==> src/rtl/core/pls_pkg.sv <==
// Package for the pulse lag/lead shifter: field widths, register indexes,
// phase encodings and the control structs shared by the core modules.
// No dependencies.
package pls_pkg;

	localparam int SHIFT_W = 7;
	localparam int UNIT_W  = 8;
	localparam int RECAL_W = 23;
	localparam int OUT_W   = 20;
	localparam int CFG_IDX_W  = 2;
	localparam int CFG_DATA_W = 23;

	localparam logic [RECAL_W-1:0] RECAL_RESET = 23'd5000000;
	localparam logic [OUT_W-1:0]   OUT_MAX     = 20'hFFFFF;

	localparam logic [CFG_IDX_W-1:0] REG_SHIFT_STEP = 2'd0;
	localparam logic [CFG_IDX_W-1:0] REG_STEP_UNIT  = 2'd1;
	localparam logic [CFG_IDX_W-1:0] REG_RECAL_INT  = 2'd2;

	typedef enum logic [1:0] {
		MEAS_IDLE = 2'd0,
		MEAS_HIGH = 2'd1,
		MEAS_LOW  = 2'd2
	} meas_phase_t;

	typedef enum logic [1:0] {
		EMIT_OFF  = 2'd0,
		EMIT_WAIT = 2'd1,
		EMIT_HIGH = 2'd2
	} emit_phase_t;

	typedef struct packed {
		logic signed [SHIFT_W-1:0] shift_step;
		logic [UNIT_W-1:0]         step_unit_us;
		logic [RECAL_W-1:0]        recal_interval_us;
	} cfg_regs_t;

	typedef struct packed {
		logic pulse_out;
		logic calibrating;
	} step_flags_t;

endpackage

==> src/rtl/core/pulse_lag_lead_shifter.sv <==
// Top level of the pulse lag/lead shifter: input register, per-tick state
// update, result register and configuration registers.
// Depends on pls_pkg, pls_cfg and pls_step.
//
//   channel | handshake           | payload
//   --------+---------------------+------------------------------------------
//   in      | in_valid / in_ready | pulse_in
//   out     | out_valid/out_ready | pulse_out, high_us, period_us, calibrating
//   cfg     | cfg_valid/cfg_ready | cfg_index, cfg_data
//
// One tick item per cycle unless the result register stalls: an accepted
// item is held in the input register, processed by the state update and its
// result loaded into the result register, which raises out_valid. A stalled
// result register holds the input register, which still takes one item.
// Reset clears all counters and stores and sets the calibration request.
// cfg_ready is always high; writes are registered in pls_cfg.
module pulse_lag_lead_shifter #(
	parameter int COUNTER_BITS = 20,
	parameter int MAX_STEP     = 60
) (
	input  logic                             clk,
	input  logic                             arst_n,
	input  logic                             in_valid,
	output logic                             in_ready,
	input  logic                             pulse_in,
	output logic                             out_valid,
	input  logic                             out_ready,
	output logic                             pulse_out,
	output logic [pls_pkg::OUT_W-1:0]        high_us,
	output logic [pls_pkg::OUT_W-1:0]        period_us,
	output logic                             calibrating,
	input  logic                             cfg_valid,
	output logic                             cfg_ready,
	input  logic [pls_pkg::CFG_IDX_W-1:0]    cfg_index,
	input  logic [pls_pkg::CFG_DATA_W-1:0]   cfg_data
);
	import pls_pkg::*;

	cfg_regs_t               cfg;
	step_flags_t             flags;
	logic [COUNTER_BITS-1:0] high_store, period_store;
	logic [31:0]             high_ext, period_ext;

	logic                    valid_s1, pulse_s1;
	logic                    valid_s2;
	step_flags_t             flags_s2;
	logic [OUT_W-1:0]        high_s2, period_s2;
	logic                    advance;

	assign advance  = valid_s1 && (!valid_s2 || out_ready);
	assign in_ready = !valid_s1 || advance;

	pls_cfg u_cfg (
		.clk       (clk),
		.arst_n    (arst_n),
		.cfg_valid (cfg_valid),
		.cfg_ready (cfg_ready),
		.cfg_index (cfg_index),
		.cfg_data  (cfg_data),
		.cfg       (cfg)
	);

	pls_step #(
		.COUNTER_BITS (COUNTER_BITS),
		.MAX_STEP     (MAX_STEP)
	) u_step (
		.clk          (clk),
		.arst_n       (arst_n),
		.en           (advance),
		.level        (pulse_s1),
		.cfg          (cfg),
		.flags        (flags),
		.high_store   (high_store),
		.period_store (period_store)
	);

	// saturate the stores to the output field width
	assign high_ext   = 32'(high_store);
	assign period_ext = 32'(period_store);

	always_ff @(posedge clk or negedge arst_n) begin
		if (!arst_n) begin
			valid_s1 <= 1'b0;
		end else if (in_ready) begin
			valid_s1 <= in_valid;
		end
	end

	always_ff @(posedge clk) begin
		if (in_valid && in_ready)
			pulse_s1 <= pulse_in;
	end

	always_ff @(posedge clk or negedge arst_n) begin
		if (!arst_n) begin
			valid_s2 <= 1'b0;
		end else if (advance) begin
			valid_s2 <= 1'b1;
		end else if (out_ready) begin
			valid_s2 <= 1'b0;
		end
	end

	always_ff @(posedge clk) begin
		if (advance) begin
			flags_s2  <= flags;
			high_s2   <= (high_ext > 32'(OUT_MAX)) ? OUT_MAX : high_ext[OUT_W-1:0];
			period_s2 <= (period_ext > 32'(OUT_MAX)) ? OUT_MAX : period_ext[OUT_W-1:0];
		end
	end

	assign out_valid   = valid_s2;
	assign pulse_out   = flags_s2.pulse_out;
	assign calibrating = flags_s2.calibrating;
	assign high_us     = high_s2;
	assign period_us   = period_s2;

	// calibration cancels emission and blocks new starts
	a_no_emit_while_cal: assert property (@(posedge clk) disable iff (!arst_n)
		out_valid |-> !(pulse_out && calibrating))
		else $error("pulse emitted during calibration");

	// a held input item must stay put while the result register stalls
	a_s1_hold: assert property (@(posedge clk) disable iff (!arst_n)
		(valid_s1 && !advance) |=> (valid_s1 && $stable(pulse_s1)))
		else $error("input register lost a stalled item");

	// a full pipeline with a taking sink keeps delivering
	a_flow: assert property (@(posedge clk) disable iff (!arst_n)
		(valid_s1 && valid_s2 && out_ready) |=> valid_s2)
		else $error("result register emptied with an item pending");

endmodule

==> src/rtl/core/pls_cfg.sv <==
// Configuration register file of the pulse lag/lead shifter.
// Depends on pls_pkg for register indexes and the cfg_regs_t struct.
module pls_cfg (
	input  logic                             clk,
	input  logic                             arst_n,
	input  logic                             cfg_valid,
	output logic                             cfg_ready,
	input  logic [pls_pkg::CFG_IDX_W-1:0]    cfg_index,
	input  logic [pls_pkg::CFG_DATA_W-1:0]   cfg_data,
	output pls_pkg::cfg_regs_t               cfg
);
	import pls_pkg::*;

	cfg_regs_t regs_q;

	assign cfg_ready = 1'b1;
	assign cfg       = regs_q;

	always_ff @(posedge clk or negedge arst_n) begin
		if (!arst_n) begin
			regs_q.shift_step        <= '0;
			regs_q.step_unit_us      <= '0;
			regs_q.recal_interval_us <= RECAL_RESET;
		end else if (cfg_valid && cfg_ready) begin
			case (cfg_index)
				REG_SHIFT_STEP: regs_q.shift_step <= cfg_data[SHIFT_W-1:0];
				REG_STEP_UNIT:  regs_q.step_unit_us <= cfg_data[UNIT_W-1:0];
				REG_RECAL_INT:  regs_q.recal_interval_us <= cfg_data[RECAL_W-1:0];
				default: begin
					// drop writes beyond the register list
				end
			endcase
		end
	end

endmodule

==> src/rtl/core/pls_step.sv <==
// Per-tick state update of the pulse lag/lead shifter: calibration counters,
// recalibration timer and output emitter. Depends on pls_pkg.
module pls_step #(
	parameter int COUNTER_BITS = 20,
	parameter int MAX_STEP     = 60
) (
	input  logic                     clk,
	input  logic                     arst_n,
	input  logic                     en,
	input  logic                     level,
	input  pls_pkg::cfg_regs_t       cfg,
	output pls_pkg::step_flags_t     flags,
	output logic [COUNTER_BITS-1:0]  high_store,
	output logic [COUNTER_BITS-1:0]  period_store
);
	import pls_pkg::*;

	localparam int PROD_W = SHIFT_W + UNIT_W;
	localparam logic [COUNTER_BITS-1:0] CntMax = '1;
	localparam logic [SHIFT_W-1:0]      MaxStepW = SHIFT_W'(MAX_STEP);

	logic                    prev_q;
	meas_phase_t             mphase_q, mphase_n;
	logic                    req_q, req_n;
	logic [COUNTER_BITS-1:0] mcnt_q, mcnt_n;
	logic [COUNTER_BITS-1:0] high_q, high_n;
	logic [COUNTER_BITS-1:0] low_q, low_n;
	logic [COUNTER_BITS-1:0] period_q, period_n;
	emit_phase_t             ephase_q, ephase_n;
	logic [COUNTER_BITS-1:0] ecnt_q, ecnt_n;
	logic [RECAL_W-1:0]      rc_q, rc_n;

	logic                    rise, fall;
	logic [RECAL_W-1:0]      rc_inc;
	logic                    shift_neg, shift_zero;
	logic [SHIFT_W-1:0]      mag, mag_c;
	logic [PROD_W-1:0]       prod;
	logic [COUNTER_BITS-1:0] ticks, lead_delay;

	assign rise = level & ~prev_q;
	assign fall = ~level & prev_q;
	assign rc_inc = rc_q + 1'b1;

	// shift magnitude in ticks; at most MAX_STEP*255, so it never hits the counter limit
	assign shift_neg  = cfg.shift_step[SHIFT_W-1];
	assign shift_zero = (cfg.shift_step == '0);
	assign mag        = shift_neg ? SHIFT_W'(-cfg.shift_step) : SHIFT_W'(cfg.shift_step);
	assign mag_c      = (mag > MaxStepW) ? MaxStepW : mag;
	assign prod       = PROD_W'(mag_c) * PROD_W'(cfg.step_unit_us);
	assign ticks      = COUNTER_BITS'(prod);
	assign lead_delay = (low_q > ticks) ? (low_q - ticks) : '0;

	// next state
	always_comb begin
		req_n    = req_q;
		rc_n     = rc_inc;
		if (rc_inc >= cfg.recal_interval_us) begin
			req_n = 1'b1;
			rc_n  = '0;
		end

		mcnt_n = mcnt_q;
		if (mphase_q != MEAS_IDLE && mcnt_q != CntMax)
			mcnt_n = mcnt_q + 1'b1;
		ecnt_n = ecnt_q;
		if (ephase_q != EMIT_OFF && ecnt_q != '0)
			ecnt_n = ecnt_q - 1'b1;

		mphase_n = mphase_q;
		ephase_n = ephase_q;
		high_n   = high_q;
		low_n    = low_q;
		period_n = period_q;

		if (rise) begin
			if (req_n) begin
				// start calibration and cancel any emission
				mphase_n = MEAS_HIGH;
				mcnt_n   = '0;
				ephase_n = EMIT_OFF;
				ecnt_n   = '0;
			end else if (mphase_q == MEAS_LOW) begin
				period_n = mcnt_n;
				low_n    = (mcnt_n > high_q) ? (mcnt_n - high_q) : '0;
				mphase_n = MEAS_IDLE;
				mcnt_n   = '0;
			end else if (mphase_q == MEAS_IDLE) begin
				if (shift_zero) begin
					ephase_n = EMIT_WAIT;
					ecnt_n   = '0;
				end else if (!shift_neg) begin
					ephase_n = EMIT_WAIT;
					ecnt_n   = ticks;
				end
			end
		end else if (fall) begin
			if (mphase_q == MEAS_HIGH) begin
				high_n   = mcnt_n;
				req_n    = 1'b0;
				mphase_n = MEAS_LOW;
			end else if (mphase_q == MEAS_IDLE && shift_neg) begin
				ephase_n = EMIT_WAIT;
				ecnt_n   = lead_delay;
			end
		end

		// settle the emitter: wait done -> high for the stored width
		if (ephase_n == EMIT_WAIT && ecnt_n == '0) begin
			ephase_n = EMIT_HIGH;
			ecnt_n   = high_n;
		end
		if (ephase_n == EMIT_HIGH && ecnt_n == '0)
			ephase_n = EMIT_OFF;
	end

	// outputs
	always_comb begin
		flags.pulse_out   = (ephase_n == EMIT_HIGH);
		flags.calibrating = (mphase_n != MEAS_IDLE);
		high_store        = high_n;
		period_store      = period_n;
	end

	always_ff @(posedge clk or negedge arst_n) begin
		if (!arst_n) begin
			prev_q   <= 1'b0;
			mphase_q <= MEAS_IDLE;
			req_q    <= 1'b1;
			mcnt_q   <= '0;
			high_q   <= '0;
			low_q    <= '0;
			period_q <= '0;
			ephase_q <= EMIT_OFF;
			ecnt_q   <= '0;
			rc_q     <= '0;
		end else if (en) begin
			prev_q   <= level;
			mphase_q <= mphase_n;
			req_q    <= req_n;
			mcnt_q   <= mcnt_n;
			high_q   <= high_n;
			low_q    <= low_n;
			period_q <= period_n;
			ephase_q <= ephase_n;
			ecnt_q   <= ecnt_n;
			rc_q     <= rc_n;
		end
	end

endmodule
==> config.mk <==
export PLATFORM = sky130hd
export DESIGN_NAME = pulse_lag_lead_shifter
export DESIGN_NICKNAME = d
export VERILOG_FILES = /design/src/rtl/core/pls_pkg.sv /design/src/rtl/core/pulse_lag_lead_shifter.sv /design/src/rtl/core/pls_cfg.sv /design/src/rtl/core/pls_step.sv
export SDC_FILE = /design/constraint.sdc
export NUM_CORES = 1
export LEC_CHECK = 0
export BUFFER_PORTS_ARGS = -buffer_cell sky130_fd_sc_hd__clkbuf_2
export CORE_UTILIZATION = 50
export CTS_BUF_LIST = sky130_fd_sc_hd__clkbuf_4 sky130_fd_sc_hd__clkbuf_8
export DETAILED_ROUTE_END_ITERATION = 6
export HOLD_SLACK_MARGIN = 0.12
export PLACE_DENSITY = 0.77
export SLEW_MARGIN = 20
export SYNTH_ARGS = -nofsm -noshare
export SYNTH_HDL_FRONTEND = slang
export SYNTH_HIERARCHICAL = 1
export SYNTH_SLANG_ARGS = --single-unit
==> constraint.sdc <==
create_clock -name clk -period 13.9 [get_ports clk]
set_input_delay 2.78 -clock clk [delete_from_list [all_inputs] [get_ports clk]]
set_output_delay 2.78 -clock clk [all_outputs]
set_load 0.01 [all_outputs]
# Word-level counts from Yosys, hierarchy flattened
# Cells that the tools add are included.
[word_totals]
register_bits = 212
[classes]
addsub = 6
n_mux = 48
reduce_logical = 25
multipliers = 1
n_eq_ne = 8
n_lt_le_gt_ge = 6
bitwise = 5
[ops]
columns = ["cell", "count"]
rows = [
  ["$mux W20", 23],
  ["$gt A20 B20 Y1 const B", 2],
  ["$logic_not A20 Y1", 2],
  ["$mux W2", 16],
  ["$add A23 B1 Y23 const B", 1],
  ["$ge A23 B23 Y1", 1],
  ["$mux W23", 1],
  ["$add A20 B1 Y20 const B", 1],
  ["$gt A20 B15 Y1", 1],
  ["$gt A20 B20 Y1", 1],
  ["$ne A20 B20 Y1 const B", 1],
  ["$reduce_bool A20 Y1", 1],
  ["$sub A20 B1 Y20 const B", 1],
  ["$sub A20 B15 Y20", 1],
  ["$sub A20 B20 Y20", 1],
  ["$mul A7 B8 Y15", 1],
  ["$mux W7", 2],
  ["$eq A2 B2 Y1 const B", 4],
  ["$reduce_bool A2 Y1", 4],
  ["$gt A7 B6 Y1 const B", 1],
  ["$logic_and A1 B1 Y1", 7],
  ["$logic_not A7 Y1", 1],
  ["$neg A7 Y7", 1],
  ["$eq A2 B1 Y1 const B", 3],
  ["8 further kinds", 21],
]

# Depth between registers and ports, before layout
[logic_depth]
word_depth = 18
depth_mapped = 39
depth_no_buf = 36

# Modules after synthesis
# The synthesis kept the hierarchy.
[modules_own_cells]
columns = ["module", "n_inst", "seq_area_each_um2", "cells_per_inst", "area_per_inst_um2"]
rows = [
  ["pls_step", 1, 3229.3, 1556, 12441.9],
  ["pulse_lag_lead_shifter", 1, 1341.3, 91, 1545.2],
  ["pls_cfg", 1, 960.9, 83, 1472.7],
]

# Least setup slack after synthesis
# OpenSTA, ideal clock, no wires.
[synth_path]
path_type = "flip-flop to flip-flop"
start = "reg u_cfg.regs_q (netlist bit u_cfg/cfg[31])"
end = "reg flags_s2 (netlist bit pulse_out) (data pin)"
setup_time_ps = 256
period_less_slack_ps = 8465
stages_incl_launch_ff = 35
arrival_time_ps = 8209
setup_slack_ps = 5435
required_ps = 13644
path_cell_list = "dfrtp_1 inv_1 ha_1 or3b_1 nor3_1 o21ai_0 a22oi_1 and2_1 fa_1 fa_1 fa_1 inv_1 fa_1 inv_1 ha_1 o21ai_0 a21oi_1 o2111ai_1 and3_1 o21ai_0 nor2b_1 inv_1 ha_1 clkbuf_1 nand4b_1 nor4_1 nor2_1 o21ai_1 a211oi_1 or4_4 or4_1 nor4_2 o2111ai_1 nor2_1 nor2_1"
[synth_rtl]
columns = ["element", "line_no", "rtl"]
rows = [
  ["start, declared", "pls_cfg.sv:14", "cfg_regs_t regs_q;"],
  ["end signal, assigned", "pulse_lag_lead_shifter.sv:106", "flags_s2 <= flags;"],
  ["end, declared", "pulse_lag_lead_shifter.sv:46", "step_flags_t flags_s2;"],
]

# Worst setup path after layout
[layout_path]
start = "reg u_cfg.regs_q (netlist bit u_cfg/cfg[31])"
end = "reg u_step.ecnt_q[11]"
[layout_via]
elab_chain_len = 14
elab_cells_between_ends = 27
[layout_rtl]
columns = ["element", "line_no", "rtl"]
rows = [
  ["$neg A7 Y7", "pls_step.sv:47", "assign mag = shift_neg ? SHIFT_W'(-cfg.shift_step) : SHIFT_W'(cfg.shift_step);"],
  ["$mux W7", "pls_step.sv:47", ""],
  ["$gt A7 B6 Y1", "pls_step.sv:48", "assign mag_c = (mag > MaxStepW) ? MaxStepW : mag;"],
  ["$mux W7", "pls_step.sv:48", ""],
  ["$mul A7 B8 Y15", "pls_step.sv:49", "assign prod = PROD_W'(mag_c) * PROD_W'(cfg.step_unit_us);"],
  ["$sub A20 B15 Y20 (tied with other cells)", "pls_step.sv:51", "assign lead_delay = (low_q > ticks) ? (low_q - ticks) : '0;"],
  ["$mux W20 (on tied branches)", "pls_step.sv:51, pls_step.sv:88", ""],
  ["$mux W20 (on tied branches)", "pls_step.sv:101, pls_step.sv:87", ""],
  ["$mux W20 (on tied branches)", "pls_step.sv:97, pls_step.sv:82", ""],
  ["$mux W20 (on tied branches)", "pls_step.sv:96, pls_step.sv:76", ""],
  ["$mux W20", "pls_step.sv:75", "if (rise) begin"],
  ["$logic_not A20 Y1", "pls_step.sv:108", "if (ephase_n == EMIT_WAIT && ecnt_n == '0) begin"],
  ["$logic_and A1 B1 Y1", "pls_step.sv:108", ""],
  ["$mux W20 *", "pls_step.sv:108", ""],
  ["end signal, assigned", "pls_step.sv:145", "ecnt_q <= ecnt_n;"],
  ["end, declared", "pls_step.sv:30", "logic [COUNTER_BITS-1:0] ecnt_q, ecnt_n;"],
]
# Mark *: on every way between the ends. The rest lies on a longest branch, timed or not.
# A chain may end at the register's enable or synchronous reset.

==> impl_metrics.toml <==
[outcome]
outcome = "finished, final reports clean"

[placement]
io_buffers = 74
gp_congestion = 0.956
dp_hpwl_um = 30600

[pwr]
p_leak_uw = 0.00758
finalPower_uw = 4250
power_density_nw_per_um2 = 252
peakVddDrop_mv = 0.199

[sta]
rsz0062_at_grt = "no"
max_clock_freq_mhz = 97.0
setup_viol = 0
hold_viol = 0
drv_slew = 0
min_period_over_period_pct = 74.2
tns_ns = 0
finalCriticalPeriod_ns = 10.31
worst_clock_skew_ns = 0.0209
worstMarginPinSlew_ns = 1.10
slew_headroom_pct = 26.5

[drt]
via_per_inst = 5.94
drc = 0
drt_wl_total_um = 40900
wl_per_cell_um = 18.8
drt-initial-drc-count = 1184
ant_nets = 0
vias = 12900
first_pass_iters = 6

[global_routing]
grt_pass1_wl_um = 65600
grt_pass1_vias = 12200
grt_max_degree = 90
antenna_found_initial = 0
overflow = 0
grt_use_total_pct = 26.5

[cts]
cts_tree = "yes"
root_buffer = "clkbuf_8"
ctsHoldBuffers = 0
clkTransAtPathRegs_ns = 0.06
cts_buffers = 37
cts_resized = 0
cts_buffer_depth = 3
insertion_delay_ns = 0.54
cts_setup_buffers = 0
cts_sinks = 212
ctsHtreeMaxLevel = 2

[die]
rows = 64
die_w_um = 178
core_area_um2 = 30500
io_pins = 76
die_y_um = 178
die_area_um2 = 31600
start_util_pct = 50.7

[worst_hold_path]
hold_path_class = "flop to flop"

[flow_run]
max_cap_violations = 0

[cells_and_area]
syn2layout_area_growth_pct = 8.96
layout-drive-gt1-share_pct = 13.6
final_nets = 1907
n_fill_cell = 2677
diodes = 0

[yosys]
synth_area_leaders = "dfrtp_1 (26%), edfxtp_1 (8.4%), ha_1 (7.9%), fa_1 (4.0%), o21ai_0 (4.0%)"
synth.distinct_cells = 99
synth_top_area_share_pct = 25.9
synth_top_area_cell = "dfrtp_1"
ys_ff_latch = 212
syn_area_um2 = 15500
ys_seq_area_share_pct = 35.8
synth_cells = 1730
synth_edf_count = 43
synth-async-reset-ratio_pct = 79.7
yosys_warnings = 6
synth_ff_type = "dfrtp_1"
avgSynthCellArea_um2 = 8.94

[worst_setup_path]
cpMaxStageDelayCell = "and3_1"
crit_type = "flop to flop"
cp_slowest_stage_delay_ns = 0.77
arrival_ns = 10.77
endpoint_kind = "flop"
critPathLaunchType = "flop"
path_max_fanout = 22
worstPathRequired_ns = 14.35
==> layout make-up <==
class | instances | area [um2] | area share (%)
Timing Repair Buffer | 90 | 500 | 2.97
Clock buffer | 57 | 684 | 4.06
Clock inverter | 11 | 140 | 0.832
Tap cell | 396 | 495 | 2.94
Sequential cell | 212 | 5530 | 32.8
Inverter | 122 | 458 | 2.72
Multi-Input combinational cell | 1285 | 9030 | 53.6
==> layer usage <==
layer | global-route usage [%] | part of all wire [%]
met2 | 42.2 | 46
met4 | 8.16 | 2.6
met3 | 4.71 | 7.5
met5 | 0 | 0
met1 | 36.7 | 44
==> state kept, by name, summed over array words and instances (netlist names), 20 cells and up <==
name and flops:
high_us 20, period_us 20, u_cfg/cfg 38, u_step/ecnt_q 20
u_step/high_q 20, u_step/low_q 20, u_step/mcnt_q 20, u_step/period_q 20
u_step/rc_q 23
==> cell families (layout without fill, tap and decap cells) <==
kind of cell / count (synthesis) / in the layout / synth area share [%]
AND/OR/NAND/NOR: 570 / 570 / 19.2
buffers and inverters: 239 / 280 / 6.06
flip-flops: 212 / 212 / 35.8
adder cells (fa/ha/maj): 128 / 128 / 11.9
XOR/XNOR: 85 / 85 / 4.91
multiplexers: 50 / 50 / 3.59
AO/OA/AOI/OAI: 443 / 443 / 18.5
other: 3 / 9 / 0.0728
==> report_power, final <==
group          switching (uW)  internal (uW)
clock                     262            372
sequential                134            777
combinational            1700           1000
==> synth_stat cells (23+ instances only) <==
| library cell | n |
|---|---|
| nand4_1 | 23 |
| nor3_1 | 34 |
| nand2_1 | 155 |
| xnor2_1 | 50 |
| nand3_1 | 32 |
| nand2b_1 | 27 |
| edfxtp_1 | 43 |
| mux2_2 | 43 |
| o21ai_0 | 124 |
| and2_1 | 35 |
| nor2_1 | 138 |
| clkbuf_1 | 99 |
| a21oi_1 | 111 |
| fa_1 | 31 |
| xor2_1 | 33 |
| ha_1 | 97 |
| inv_1 | 121 |
| dfrtp_1 | 160 |
==> per-stage QoR <==
stage                     area, um2  hold slack [ns]  utilization [%]  worst slack, ns  instances
after floorplan               15500            0.451                -             5.44       1736
after global placement        16000            0.463             52.5             4.09       2105
after detailed placement      16000            0.471             52.5             3.75       2105
after CTS                     16800            0.482             55.2             3.76       2173
after global routing          16800            0.506             55.2             2.80       2173
final                         16800            0.477             55.2             3.59       2173
==> path summary, 6_finish.rpt <==
kind | slack [ns] | cells after the start | from | endpoint
worst max register to register | 3.59 | 32 | u_cfg/cfg[31] | u_step/ecnt_q[11]
min in group asynchronous | 2.33 | 1 | arst_n | u_step/low_q[18]
worst min register to register | 0.48 | 2 | u_step/period_q[1] | u_step/period_q[1]
worst min-delay path | 0.48 | 2 | u_step/period_q[1] | u_step/period_q[1]
max in group asynchronous | 10.31 | 2 | arst_n | u_cfg/cfg[26]
worst max-delay path | 3.59 | 32 | u_cfg/cfg[31] | u_step/ecnt_q[11]
==> worst max-delay path, delay by kind of cell (launching register included) <==
family                   cells  cell delay (ns)
flip-flops                   1             0.43
adder cells (fa/ha/maj)      7             2.90
AND/OR/NAND/NOR             10             3.55
AO/OA/AOI/OAI               11             3.05
buffers and inverters        4             0.29
==> cells in the final DEF, fill, tap and decap left out, drive strengths merged, types with 7 or more instances in the layout <==
cell / netlist / layout
mux2: 44 / 44
a21oi: 113 / 113
clkbuf: 101 / 130
o2bb2ai: 14 / 14
a21o: 16 / 16
dfrtp: 160 / 160
o21a: 13 / 13
conb: 3 / 9
nand2b: 27 / 27
or4: 9 / 9
a22o: 21 / 21
o31ai: 16 / 16
nor3: 34 / 34
nand3b: 9 / 9
o21ai: 128 / 128
and2: 36 / 36
o211ai: 11 / 11
ha: 97 / 97
edfxtp: 43 / 43
a31oi: 20 / 20
or3: 15 / 15
nor2b: 22 / 22
and3: 20 / 20
fa: 31 / 31
a21boi: 7 / 7
nand3: 32 / 32
inv: 121 / 122
a211oi: 21 / 21
xnor2: 52 / 52
nand4: 24 / 24
nand2: 155 / 155
nor4: 15 / 15
xor2: 33 / 33
nor2: 139 / 139
buf: 16 / 17
dfstp: 9 / 9
Power figures use the tool's default switching activity.
